**src/rtl/core/random_blink_look_scheduler_core_defines.svh**
```systemverilog
// assertion helpers shared by the scheduler core
`ifndef RANDOM_BLINK_LOOK_SCHEDULER_CORE_DEFINES_SVH
`define RANDOM_BLINK_LOOK_SCHEDULER_CORE_DEFINES_SVH

// same-cycle implication
`define RBLS_ASSERT_NOW(label, clk, rstn, ante, cons) \
  label: assert property (@(posedge clk) disable iff (!rstn) (ante) |-> (cons)) \
    else $error("rbls check failed");

// next-cycle implication
`define RBLS_ASSERT_NEXT(label, clk, rstn, ante, cons) \
  label: assert property (@(posedge clk) disable iff (!rstn) (ante) |=> (cons)) \
    else $error("rbls check failed");

`endif

```
**src/rtl/core/rbls_pkg.sv**
```systemverilog
`timescale 1ns / 1ps
package rbls_pkg;

  localparam int DATA_W    = 32;
  localparam int STATE_W   = 4;
  localparam int CFG_IDX_W = 3;

  localparam int STATE_COUNT_DEF = 8;
  localparam int IDLE_STATE_DEF  = 0;

  localparam logic [DATA_W-1:0] LCG_MUL = 32'd1664525;
  localparam logic [DATA_W-1:0] LCG_ADD = 32'd1013904223;

  localparam logic [DATA_W-1:0] BLINK_MIN_RST = 32'd2000;
  localparam logic [DATA_W-1:0] BLINK_MAX_RST = 32'd6000;
  localparam logic [DATA_W-1:0] LOOK_INACT_RST = 32'd10000;
  localparam logic [DATA_W-1:0] LOOK_MIN_RST  = 32'd3000;
  localparam logic [DATA_W-1:0] LOOK_MAX_RST  = 32'd8000;
  localparam logic [DATA_W-1:0] SEED_RST      = 32'd1;

  localparam logic [CFG_IDX_W-1:0] REG_BLINK_MIN  = 3'd0;
  localparam logic [CFG_IDX_W-1:0] REG_BLINK_MAX  = 3'd1;
  localparam logic [CFG_IDX_W-1:0] REG_LOOK_INACT = 3'd2;
  localparam logic [CFG_IDX_W-1:0] REG_LOOK_MIN   = 3'd3;
  localparam logic [CFG_IDX_W-1:0] REG_LOOK_MAX   = 3'd4;
  localparam logic [CFG_IDX_W-1:0] REG_SEED       = 3'd5;

  function automatic logic [DATA_W-1:0] sat_add(input logic [DATA_W-1:0] a,
                                                input logic [DATA_W-1:0] b);
    logic [DATA_W:0] s;
    s = {1'b0, a} + {1'b0, b};
    return s[DATA_W] ? '1 : s[DATA_W-1:0];
  endfunction

endpackage

```
**src/rtl/core/rbls_rem.sv**
```systemverilog
`timescale 1ns / 1ps
module rbls_rem import rbls_pkg::*; (
  input  logic              clk,
  input  logic              rst_n,
  input  logic              start,
  input  logic [DATA_W-1:0] dividend,
  input  logic [DATA_W-1:0] divisor,
  output logic              done,
  output logic [DATA_W-1:0] rem
);

  localparam int CNT_W = $clog2(DATA_W);

  logic              busy_r;
  logic              done_r;
  logic [CNT_W-1:0]  cnt_r;
  logic [DATA_W-1:0] rem_r;
  logic [DATA_W-1:0] sh_r;
  logic [DATA_W-1:0] dv_r;
  logic [DATA_W:0]   trial;

  assign trial = {rem_r, sh_r[DATA_W-1]};
  assign done  = done_r;
  assign rem   = rem_r;

  always_ff @(posedge clk) begin
    if (!rst_n) begin
      busy_r <= 1'b0;
      done_r <= 1'b0;
      cnt_r  <= '0;
    end else begin
      done_r <= 1'b0;
      if (start) begin
        busy_r <= 1'b1;
        cnt_r  <= '0;
      end else if (busy_r) begin
        cnt_r <= cnt_r + 1'b1;
        if (cnt_r == CNT_W'(DATA_W - 1)) begin
          busy_r <= 1'b0;
          done_r <= 1'b1;
        end
      end
    end
  end

  always_ff @(posedge clk) begin
    if (start) begin
      rem_r <= '0;
      sh_r  <= dividend;
      dv_r  <= divisor;
    end else if (busy_r) begin
      sh_r <= {sh_r[DATA_W-2:0], 1'b0};
      if (trial >= {1'b0, dv_r}) begin
        rem_r <= DATA_W'(trial - {1'b0, dv_r});
      end else begin
        rem_r <= trial[DATA_W-1:0];
      end
    end
  end

endmodule

```
**src/rtl/core/random_blink_look_scheduler_core.sv**
```systemverilog
`timescale 1ns / 1ps
// Random blink and look scheduler. Each item (now time, last activity time,
// activity state) yields exactly one result item. The block takes one item at
// a time and holds in_stall high until its result has been taken. An item with
// an out-of-range state is passed straight to the result; otherwise blink and
// look may be rescheduled, and a look event draws a third random delay. Each
// random delay that needs a modulo waits on the bit-serial remainder unit.
// A configuration write restarts the scheduler state.
`include "random_blink_look_scheduler_core_defines.svh"
module random_blink_look_scheduler_core import rbls_pkg::*; #(
  parameter int STATE_COUNT = STATE_COUNT_DEF,
  parameter int IDLE_STATE  = IDLE_STATE_DEF
) (
  input  logic                 clk,
  input  logic                 rst_n,
  input  logic                 cfg_wr_en,
  input  logic [CFG_IDX_W-1:0] cfg_index,
  input  logic [DATA_W-1:0]    cfg_wdata,
  input  logic                 in_valid,
  output logic                 in_stall,
  input  logic [DATA_W-1:0]    in_now_time,
  input  logic [DATA_W-1:0]    in_last_activity_time,
  input  logic [STATE_W-1:0]   in_activity_state,
  output logic                 out_valid,
  input  logic                 out_stall,
  output logic                 out_event_valid,
  output logic                 out_event_kind,
  output logic                 out_look_side,
  output logic [DATA_W-1:0]    out_event_time
);

  typedef enum logic [10:0] {
    S_IDLE   = 11'b000_0000_0001,
    S_EVAL   = 11'b000_0000_0010,
    S_PLAN   = 11'b000_0000_0100,
    S_RAND   = 11'b000_0000_1000,
    S_DSTART = 11'b000_0001_0000,
    S_DIV    = 11'b000_0010_0000,
    S_FIN1   = 11'b000_0100_0000,
    S_FIN2   = 11'b000_1000_0000,
    S_CHECK  = 11'b001_0000_0000,
    S_SIDE   = 11'b010_0000_0000,
    S_OUT    = 11'b100_0000_0000
  } state_t;

  localparam logic [STATE_W-1:0] ST_NONE = STATE_W'(STATE_COUNT);
  localparam logic [STATE_W-1:0] ST_IDLE = STATE_W'(IDLE_STATE);

  state_t state_r;

  logic [DATA_W-1:0] bmin_r, bmax_r, inact_r, lmin_r, lmax_r, seed_r;

  logic [STATE_W-1:0] seen_state_r;
  logic [DATA_W-1:0]  seen_act_r;
  logic [DATA_W-1:0]  lcg_r;
  logic [DATA_W-1:0]  blink_due_r;
  logic [DATA_W-1:0]  look_due_r;
  logic               armed_r;

  logic [DATA_W-1:0]  now_r, act_r, idle_for_r, left_r;
  logic [STATE_W-1:0] st_r;
  logic               inact_ok_r;
  logic               pend_b_r, pend_l_r, after_check_r, tgt_look_r;
  logic [DATA_W-1:0]  lo_r, span_r, rnd_r, delay_r;

  logic               ev_valid_r, ev_kind_r, side_r;
  logic [DATA_W-1:0]  ev_time_r;

  logic [DATA_W-1:0]  lcg_nxt;
  logic [DATA_W-1:0]  seed_eff;
  logic               st_chg, act_chg, replan;
  logic [DATA_W-1:0]  look_diff, blink_diff;
  logic               div_start, div_done;
  logic [DATA_W-1:0]  div_rem;

  assign lcg_nxt    = DATA_W'(lcg_r * LCG_MUL) + LCG_ADD;
  assign seed_eff   = (cfg_index == REG_SEED) ? cfg_wdata : seed_r;
  assign st_chg     = st_r != seen_state_r;
  assign act_chg    = act_r != seen_act_r;
  assign replan     = (st_chg || act_chg) && (st_r == ST_IDLE);
  assign look_diff  = now_r - look_due_r;
  assign blink_diff = now_r - blink_due_r;
  assign div_start  = (state_r == S_DSTART) && (span_r != '1);

  rbls_rem u_rem (
    .clk      (clk),
    .rst_n    (rst_n),
    .start    (div_start),
    .dividend (rnd_r),
    .divisor  (span_r + 1'b1),
    .done     (div_done),
    .rem      (div_rem)
  );

  assign in_stall        = state_r != S_IDLE;
  assign out_valid       = state_r == S_OUT;
  assign out_event_valid = ev_valid_r;
  assign out_event_kind  = ev_kind_r;
  assign out_look_side   = side_r;
  assign out_event_time  = ev_time_r;

  always_ff @(posedge clk) begin
    if (!rst_n) begin
      state_r       <= S_IDLE;
      bmin_r        <= BLINK_MIN_RST;
      bmax_r        <= BLINK_MAX_RST;
      inact_r       <= LOOK_INACT_RST;
      lmin_r        <= LOOK_MIN_RST;
      lmax_r        <= LOOK_MAX_RST;
      seed_r        <= SEED_RST;
      seen_state_r  <= ST_NONE;
      seen_act_r    <= '0;
      lcg_r         <= SEED_RST;
      blink_due_r   <= '0;
      look_due_r    <= '0;
      armed_r       <= 1'b0;
      pend_b_r      <= 1'b0;
      pend_l_r      <= 1'b0;
      after_check_r <= 1'b0;
      tgt_look_r    <= 1'b0;
    end else begin
      unique case (state_r)
        S_IDLE: begin
          if (cfg_wr_en && cfg_index <= REG_SEED) begin
            unique case (cfg_index)
              REG_BLINK_MIN:  bmin_r  <= cfg_wdata;
              REG_BLINK_MAX:  bmax_r  <= cfg_wdata;
              REG_LOOK_INACT: inact_r <= cfg_wdata;
              REG_LOOK_MIN:   lmin_r  <= cfg_wdata;
              REG_LOOK_MAX:   lmax_r  <= cfg_wdata;
              default:        seed_r  <= cfg_wdata;
            endcase
            seen_state_r <= ST_NONE;
            seen_act_r   <= '0;
            lcg_r        <= (seed_eff == '0) ? DATA_W'(1) : seed_eff;
            blink_due_r  <= '0;
            look_due_r   <= '0;
            armed_r      <= 1'b0;
          end
          if (in_valid) begin
            state_r <= S_EVAL;
          end
        end
        S_EVAL: begin
          if (st_r >= ST_NONE) begin
            state_r <= S_OUT;
          end else begin
            if (st_chg) begin
              seen_state_r <= st_r;
            end
            if (act_chg) begin
              seen_act_r <= act_r;
            end
            armed_r       <= replan ? 1'b1 : (st_chg ? 1'b0 : armed_r);
            pend_b_r      <= replan;
            pend_l_r      <= replan;
            after_check_r <= 1'b1;
            state_r       <= S_PLAN;
          end
        end
        S_PLAN: begin
          if (pend_b_r) begin
            pend_b_r   <= 1'b0;
            tgt_look_r <= 1'b0;
            state_r    <= S_RAND;
          end else if (pend_l_r) begin
            pend_l_r   <= 1'b0;
            tgt_look_r <= 1'b1;
            state_r    <= S_RAND;
          end else if (after_check_r) begin
            state_r <= S_CHECK;
          end else begin
            state_r <= S_OUT;
          end
        end
        S_RAND: begin
          if (span_r == '0) begin
            state_r <= S_FIN1;
          end else begin
            lcg_r   <= lcg_nxt;
            state_r <= S_DSTART;
          end
        end
        S_DSTART: begin
          state_r <= (span_r == '1) ? S_FIN1 : S_DIV;
        end
        S_DIV: begin
          if (div_done) begin
            state_r <= S_FIN1;
          end
        end
        S_FIN1: begin
          state_r <= S_FIN2;
        end
        S_FIN2: begin
          if (tgt_look_r) begin
            look_due_r <= sat_add(now_r, delay_r);
          end else begin
            blink_due_r <= sat_add(now_r, delay_r);
          end
          state_r <= S_PLAN;
        end
        S_CHECK: begin
          after_check_r <= 1'b0;
          if (st_r != ST_IDLE || !armed_r) begin
            state_r <= S_OUT;
          end else if (inact_ok_r && !look_diff[DATA_W-1]) begin
            state_r <= S_SIDE;
          end else if (!blink_diff[DATA_W-1]) begin
            pend_b_r <= 1'b1;
            state_r  <= S_PLAN;
          end else begin
            state_r <= S_OUT;
          end
        end
        S_SIDE: begin
          lcg_r    <= lcg_nxt;
          pend_l_r <= 1'b1;
          state_r  <= S_PLAN;
        end
        S_OUT: begin
          if (!out_stall) begin
            state_r <= S_IDLE;
          end
        end
        default: state_r <= S_IDLE;
      endcase
    end
  end

  // item data path
  always_ff @(posedge clk) begin
    case (state_r)
      S_IDLE: begin
        now_r      <= in_now_time;
        act_r      <= in_last_activity_time;
        st_r       <= in_activity_state;
        idle_for_r <= in_now_time - in_last_activity_time;
      end
      S_EVAL: begin
        inact_ok_r <= idle_for_r >= inact_r;
        left_r     <= (idle_for_r < inact_r) ? inact_r - idle_for_r : '0;
        ev_valid_r <= 1'b0;
        ev_kind_r  <= 1'b0;
        side_r     <= 1'b0;
        ev_time_r  <= '0;
      end
      S_PLAN: begin
        lo_r   <= pend_b_r ? bmin_r : lmin_r;
        span_r <= pend_b_r ? bmax_r - bmin_r : lmax_r - lmin_r;
      end
      S_RAND: begin
        rnd_r   <= lcg_nxt;
        delay_r <= lo_r;
      end
      S_DSTART: begin
        delay_r <= lo_r + rnd_r;
      end
      S_DIV: begin
        delay_r <= lo_r + div_rem;
      end
      S_FIN1: begin
        if (tgt_look_r) begin
          delay_r <= sat_add(left_r, delay_r);
        end
      end
      S_CHECK: begin
        if (st_r == ST_IDLE && armed_r) begin
          if (inact_ok_r && !look_diff[DATA_W-1]) begin
            ev_valid_r <= 1'b1;
            ev_kind_r  <= 1'b1;
            ev_time_r  <= now_r;
          end else if (!blink_diff[DATA_W-1]) begin
            ev_valid_r <= 1'b1;
            ev_time_r  <= now_r;
          end
        end
      end
      S_SIDE: begin
        side_r <= lcg_nxt[0];
      end
      default: ;
    endcase
  end

  `RBLS_ASSERT_NOW(a_quiet_zero, clk, rst_n, out_valid && !out_event_valid, !out_event_kind && !out_look_side && out_event_time == '0)
  `RBLS_ASSERT_NOW(a_blink_side, clk, rst_n, out_valid && out_event_valid && !out_event_kind, !out_look_side)
  `RBLS_ASSERT_NEXT(a_busy_after_accept, clk, rst_n, in_valid && !in_stall, in_stall && !out_valid)

endmodule

```
**config.mk**
```make
export PLATFORM = sky130hd
export DESIGN_NAME = random_blink_look_scheduler_core
export DESIGN_NICKNAME = d
export VERILOG_FILES = /design/src/rtl/core/rbls_pkg.sv /design/src/rtl/core/rbls_rem.sv /design/src/rtl/core/random_blink_look_scheduler_core.sv
export VERILOG_INCLUDE_DIRS = /design/src /design/src/rtl/core
export SDC_FILE = /design/constraint.sdc
export NUM_CORES = 2
export LEC_CHECK = 0
export ABC_AREA = 0
export BUFFER_PORTS_ARGS = -buffer_cell sky130_fd_sc_hd__buf_2
export CORE_UTILIZATION = 45
export CTS_BUF_LIST = sky130_fd_sc_hd__clkbuf_4
export CTS_CLUSTER_DIAMETER = 80
export DETAILED_ROUTE_END_ITERATION = 7
export HOLD_SLACK_MARGIN = 0.1
export RECOVER_POWER = 50
export SKIP_LAST_GASP = 1
export SLEW_MARGIN = 20
export SYNTH_ARGS = -nofsm -noshare
export SYNTH_HDL_FRONTEND = slang
export SYNTH_SLANG_ARGS = --single-unit
```
**constraint.sdc**
```tcl
create_clock -name clk -period 7 [get_ports clk]
set_input_delay 0.7 -clock clk [delete_from_list [all_inputs] [get_ports clk]]
set_output_delay 0.7 -clock clk [all_outputs]
set_load 0.005 [all_outputs]
```
# Word level (Yosys, flattened, before mapping)
# Cells that the tools add are included.
[word_totals]
in_bits = 108
word_cells = 219
out_inout_bits = 37
ff_bits = 739
[op_classes]
n_addsub = 14
n_mux = 70
mul = 1
n_lt_le_gt_ge = 5
bitwise = 3
eq_ne = 41
reduce_logical = 48
[op_table]
columns = ["op", "n"]
rows = [
  ["32-bit 2-to-1 mux", 20],
  ["32-bit one-hot mux with 2 select lines", 4],
  ["32-bit subtractor", 7],
  ["32-bit one-hot mux with 4 select lines", 1],
  ["11-bit 2-to-1 mux", 10],
  ["11-bit one-hot mux with 10 select lines", 1],
  ["32-bit one-hot mux with 3 select lines", 1],
  ["32-bit by 32-bit adder with 33-bit output", 2],
  ["32-bit adder", 2],
  ["32-bit zero test", 2],
  ["3-bit AND reduction", 13],
  ["33-bit by 32-bit greater-or-equal comparator with 1-bit output", 1],
  ["32-bit by 1-bit adder with 32-bit output (second input constant)", 1],
  ["32-bit by 30-bit adder with 32-bit output (second input constant)", 1],
  ["32-bit equality test (second input constant)", 1],
  ["32-bit greater-or-equal comparator", 1],
  ["32-bit < comparator", 1],
  ["32-bit by 21-bit multiplier with 32-bit output (second input constant)", 1],
  ["2-bit inequality test (second input constant)", 16],
  ["32-bit inequality test", 1],
  ["32-bit inequality test (second input constant)", 1],
  ["1-bit 2-to-1 mux", 20],
  ["7-bit 2-to-1 mux", 2],
  ["4-bit 2-to-1 mux", 3],
  ["40 further kinds", 69],
]

# Logic depth before layout (Yosys ltp)
[depth]
word_depth = 6
ltp_mapped = 25
depth_no_buf = 25

# Hierarchy
# From an unflattened synthesis, not the netlist that was laid out.
[hier_totals]
hier_cells = 5546
hier_area_um2 = 50558.5
[modules_own_cells]
columns = ["module", "area_each_um2", "n_inst", "cells_per_inst", "seq_area_each_um2"]
rows = [
  ["random_blink_look_scheduler_core", 44647.8, 1, 4968, 15695.1],
  ["rbls_rem", 5910.7, 1, 578, 2702.6],
]

# Least setup slack after synthesis
# Ideal clock, no wire load.
[synth_timing]
path_kind = "register to register"
startpoint = "register state_r[7]"
endpoint = "register pend_l_r"
t_required_ns = 6.876
setup_time_ns = 0.124
path_slack_ns = -0.104
n_path_buf = 0
period_less_slack_ns = 7.104
t_arrival_ns = 6.980
stages_incl_launch_ff = 5
cell_sequence = "dfxtp_1 > or4_1 > nor3_1 > o311ai_0 > o311a_1"
[synth_between]
elab_chain_len = 3
elab_cells_between_ends = 8
classes_between = "5 x eq/ne; 1 x mux; 2 x reduce/logical"
[synth_lines]
columns = ["item", "line", "text"]
rows = [
  ["from (decl)", "random_blink_look_scheduler_core.sv:49", "state_t state_r;"],
  ["from (signal assigned)", "random_blink_look_scheduler_core.sv:185", "state_r <= (span_r == '1) ? S_FIN1 : S_DIV;"],
  ["11-bit by 3-bit equality test with 1-bit output, or another cell as far along", "random_blink_look_scheduler_core.sv:122", "unique case (state_r)"],
  ["2-bit inequality test (no source line) / 3-bit nonzero test (equally long branches)", "n/a", ""],
  ["3-bit AND reduction (no source line)", "n/a", ""],
  ["to (signal assigned)", "random_blink_look_scheduler_core.sv:156", "pend_l_r <= replan;"],
  ["to (decl)", "random_blink_look_scheduler_core.sv:63", "logic pend_b_r, pend_l_r, after_check_r, tgt_look_r;"],
]
# Parallel ways exist; a longest one is shown, timed or not.
# A chain may end at the register's enable or synchronous reset.

# Final worst setup path
[layout_timing]
startpoint = "register lcg_r[2]"
endpoint = "register lcg_r[31]"
[layout_between]
elab_chain_len = 4
[layout_lines]
columns = ["item", "line", "text"]
rows = [
  ["from (decl)", "random_blink_look_scheduler_core.sv:55", "logic [DATA_W-1:0] lcg_r;"],
  ["from (signal assigned)", "random_blink_look_scheduler_core.sv:135", "lcg_r <= (seed_eff == '0) ? DATA_W'(1) : seed_eff;"],
  ["from (signal assigned)", "random_blink_look_scheduler_core.sv:180", "lcg_r <= lcg_nxt;"],
  ["from (signal assigned)", "random_blink_look_scheduler_core.sv:217", "lcg_r <= lcg_nxt;"],
  ["32-bit by 21-bit multiplier with 32-bit output *", "random_blink_look_scheduler_core.sv:76", "assign lcg_nxt = DATA_W'(lcg_r * LCG_MUL) + LCG_ADD;"],
  ["32-bit by 30-bit adder with 32-bit output *", "random_blink_look_scheduler_core.sv:76", ""],
  ["32-bit 2-to-1 mux", "random_blink_look_scheduler_core.sv:177", "if (span_r == '0) begin"],
  ["32-bit one-hot mux with 3 select lines *", "random_blink_look_scheduler_core.sv:122", ""],
]
# Every way passes the cells marked *; elsewhere a longest branch is shown, timed or not. The select of a mux whose other input is x is not followed.

==> metrics.cfg <==
[run_status]
status = finished, violations left
violations = max-capacitance violations, max-slew violations

[timing]
hold_viol = 0
tightest_slew_ns = 4.29
relSlewSlack = -1.89
tns_ns = 0
fin_skew_ns = 0.108
worst_hold_slack_ns = 0.257
fmax_mhz = 152
finalCritPeriodShare = 0.943
rsz0062_at_grt = no
slew_viol_final = 425
setup_viol = 0
layout_min_cycle_time_ns = 6.60

[floorplanning]
die_h_um = 335
die_w_um = 335
rows = 121
core_area_um2 = 109000
pin_count = 145
die-area_um2 = 112000
start_util = 0.455

[route]
via_count = 41383
drt-pass1-iter-count = 6
ant_nets = 0
wl_um = 161000
drc_errors = 0
via_per_inst = 5.56
drtIter0Drc = 3713
wl_per_cell_um = 21.6

[logic_synthesis]
synth_top_family_by_area = adder cells
synth_fa_ha_area_frac = 0.178
yosys_warnings = 0
synth_cells = 5479
synth_nets = 6208
ys.flop_type = dfxtp_1
yosysMostFrequentCell = nand2_1
synth_seq_area_share = 0.370
synthTopCellsByCount = nand2_1 (740), inv_1 (555), a21oi_1 (501)
synth-compound-area-share = 0.165
synth_area_um2 = 49800
ys_top_cells_by_area = edfxtp_1 (22%), dfxtp_1 (15%), ha_1 (12%), fa_1 (5.8%), nand2_1 (5.6%)
async_flop_share = 0
synth_top_cell_area_share = 0.217
yosysUniqueCellTypes = 90
synthMuxAreaShare = 0.0264
synth.avg_cell_area_um2 = 9.08
synth_seq_cells = 739
synth-simple-area-share = 0.147
synth_area_leader_cell = edfxtp_1
synth_xor_area_frac = 0.0572
synth-edff-count = 360

[clocking]
root_buffer = clkbuf_4
cts_tree = yes
cts.sinks = 739
cts_buffers = 201
cts_setup_buffers = 0
cts_resized = 0
clkLatencyLatePin_ns = 1.17
clkSlewWorstSetupHoldPaths_ns = 0.07
h-tree-depth = 4
ctsLongestPathBuffers = 3

[power]
leakage_uw = 0.0236
peakVddDrop_v = 0.000162
power_uw = 13300
power_density_nw_per_um2 = 239

[placed_design]
dpl.hpwl_um = 124000
gp_congestion = 0.950
io_buffers = 144
dp_cells = 6955

[worst_setup_path]
critPathTopFamily = adder cells
r2r_cells = 19
cpMostUsedCell = fa_1
end_kind = flip-flop
worstPathArrival_ns = 7.63
cp-start-kind = flip-flop
cp_num_buf_inv = 3
crit_fanout = 8
crit_slowest_cell = dfxtp_1
cp.depth = 19
slowest_delay_ns = 0.52
worstSetupPathType = flip-flop to flip-flop
cp_data_required_time_ns = 8.03
crit_chain = inv_1 > ha_1 > and2_1 > fa_1 > fa_1 > fa_1 > inv_1 > fa_1 > inv_1 > fa_1 > ha_1 > and4_1 > nand2_1 > o211ai_1 > nor4b_1 > o211ai_1 > or3b_2 > a21oi_1 > o31ai_1

[job]
cap_violations = 11

[global_routing]
grt_max_degree = 85
antenna_found_initial = 6
grt_pass1_wl_um = 242000
grt_usage = 0.286
grt_pass1_vias = 39119
overflow = 0

[layout]
instances_no_fill = 7445
fin_nets = 6518
syn_to_final_growth_pct = 11.9
drive_gt1_frac = 0.0926

[worst_hold_path]
hp-class = input pin to flip-flop
hold_depth = 5

## layer usage
metal,track usage,wire (um),vias to the layer above
met5,0,0,-
met4,0.108,5880,0
met3,0.0439,12000,293
met2,0.423,68300,1513
met1,0.417,75000,19688
li1,-,-,19889
## timing repair
action	in CTS	in global routing
setup endpoints to repair	0	0
hold endpoints to repair	281	0
hold buffers	105	0
## cells by family (layout without fill, tap and decap cells)
kind of cell	Yosys count	in the layout
DFF	739	739
muxes	122	122
AOI/OAI and AO/OA	1317	1317
other	0	10
buffers and inverters	744	1224
adders and majority gates	621	621
xor gates and xnor gates	325	325
and+or+nand+nor	1611	1611
## cell usage in the layout (no fill, tap or decap), types with 150 or more instances in the layout
| cell type | synthesis | final |
|---|---|---|
| nand2_1 | 740 | 739 |
| edfxtp_1 | 360 | 360 |
| xnor2_1 | 175 | 175 |
| o21ai_0 | 260 | 263 |
| inv_1 | 555 | 554 |
| xor2_1 | 150 | 150 |
| a21oi_1 | 501 | 500 |
| ha_1 | 476 | 476 |
| nor2_1 | 316 | 307 |
| dfxtp_1 | 379 | 378 |
| clkbuf_4 | 0 | 293 |
## power breakdown
group / internal [uW] / switching, uW / total [uW]
combinational: 1450 / 2510 / 3960
clock: 2100 / 2010 / 4110
sequential: 4950 / 316 / 5270
## path summary, 6_finish.rpt
check	slack, ns	from	endpoint
worst max register to register	0.40	lcg_r[2]$_SDFFE_PN0P_	lcg_r[31]$_SDFFE_PN0P_
worst min-delay path	0.26	cfg_index[2]	lmax_r[15]$_SDFFE_PN0P_
worst min register to register	0.42	after_check_r$_SDFFE_PN0P_	state_r[8]$_SDFFE_PN0P_
worst max-delay path	0.40	lcg_r[2]$_SDFFE_PN0P_	lcg_r[31]$_SDFFE_PN0P_
## stage by stage
step | area, um^2 | util | setup WS, ns
5_1_grt | 55700 | 0.509 | 0.0748
4_1_cts | 55800 | 0.511 | 0.433
6_report | 55700 | 0.510 | 0.401
3_5_place_dp | 52100 | 0.476 | 0.379
2_1_floorplan | 49800 | - | 1.02
3_3_place_gp | 52100 | 0.476 | 0.514
## cell type report
type,instances,area [um^2]
fill,10566,53600
multi-input combinational,3996,28600
sequential,739,18400
clock buffer,293,2200
inverter,556,2090
timing repair buffer,295,2010
tap,1476,1850
clock inverter,80,512
antenna,10,25.0
## worst register-to-register path: cells and delay by family (launching register included)
kind / cells / cell delay (ns)
adders and majority gates: 7 / 3.12
and+or+nand+nor: 5 / 1.66
AOI/OAI and AO/OA: 4 / 0.93
DFF: 1 / 0.52
buffers and inverters: 3 / 0.31
Power figures use the tool's default switching activity.
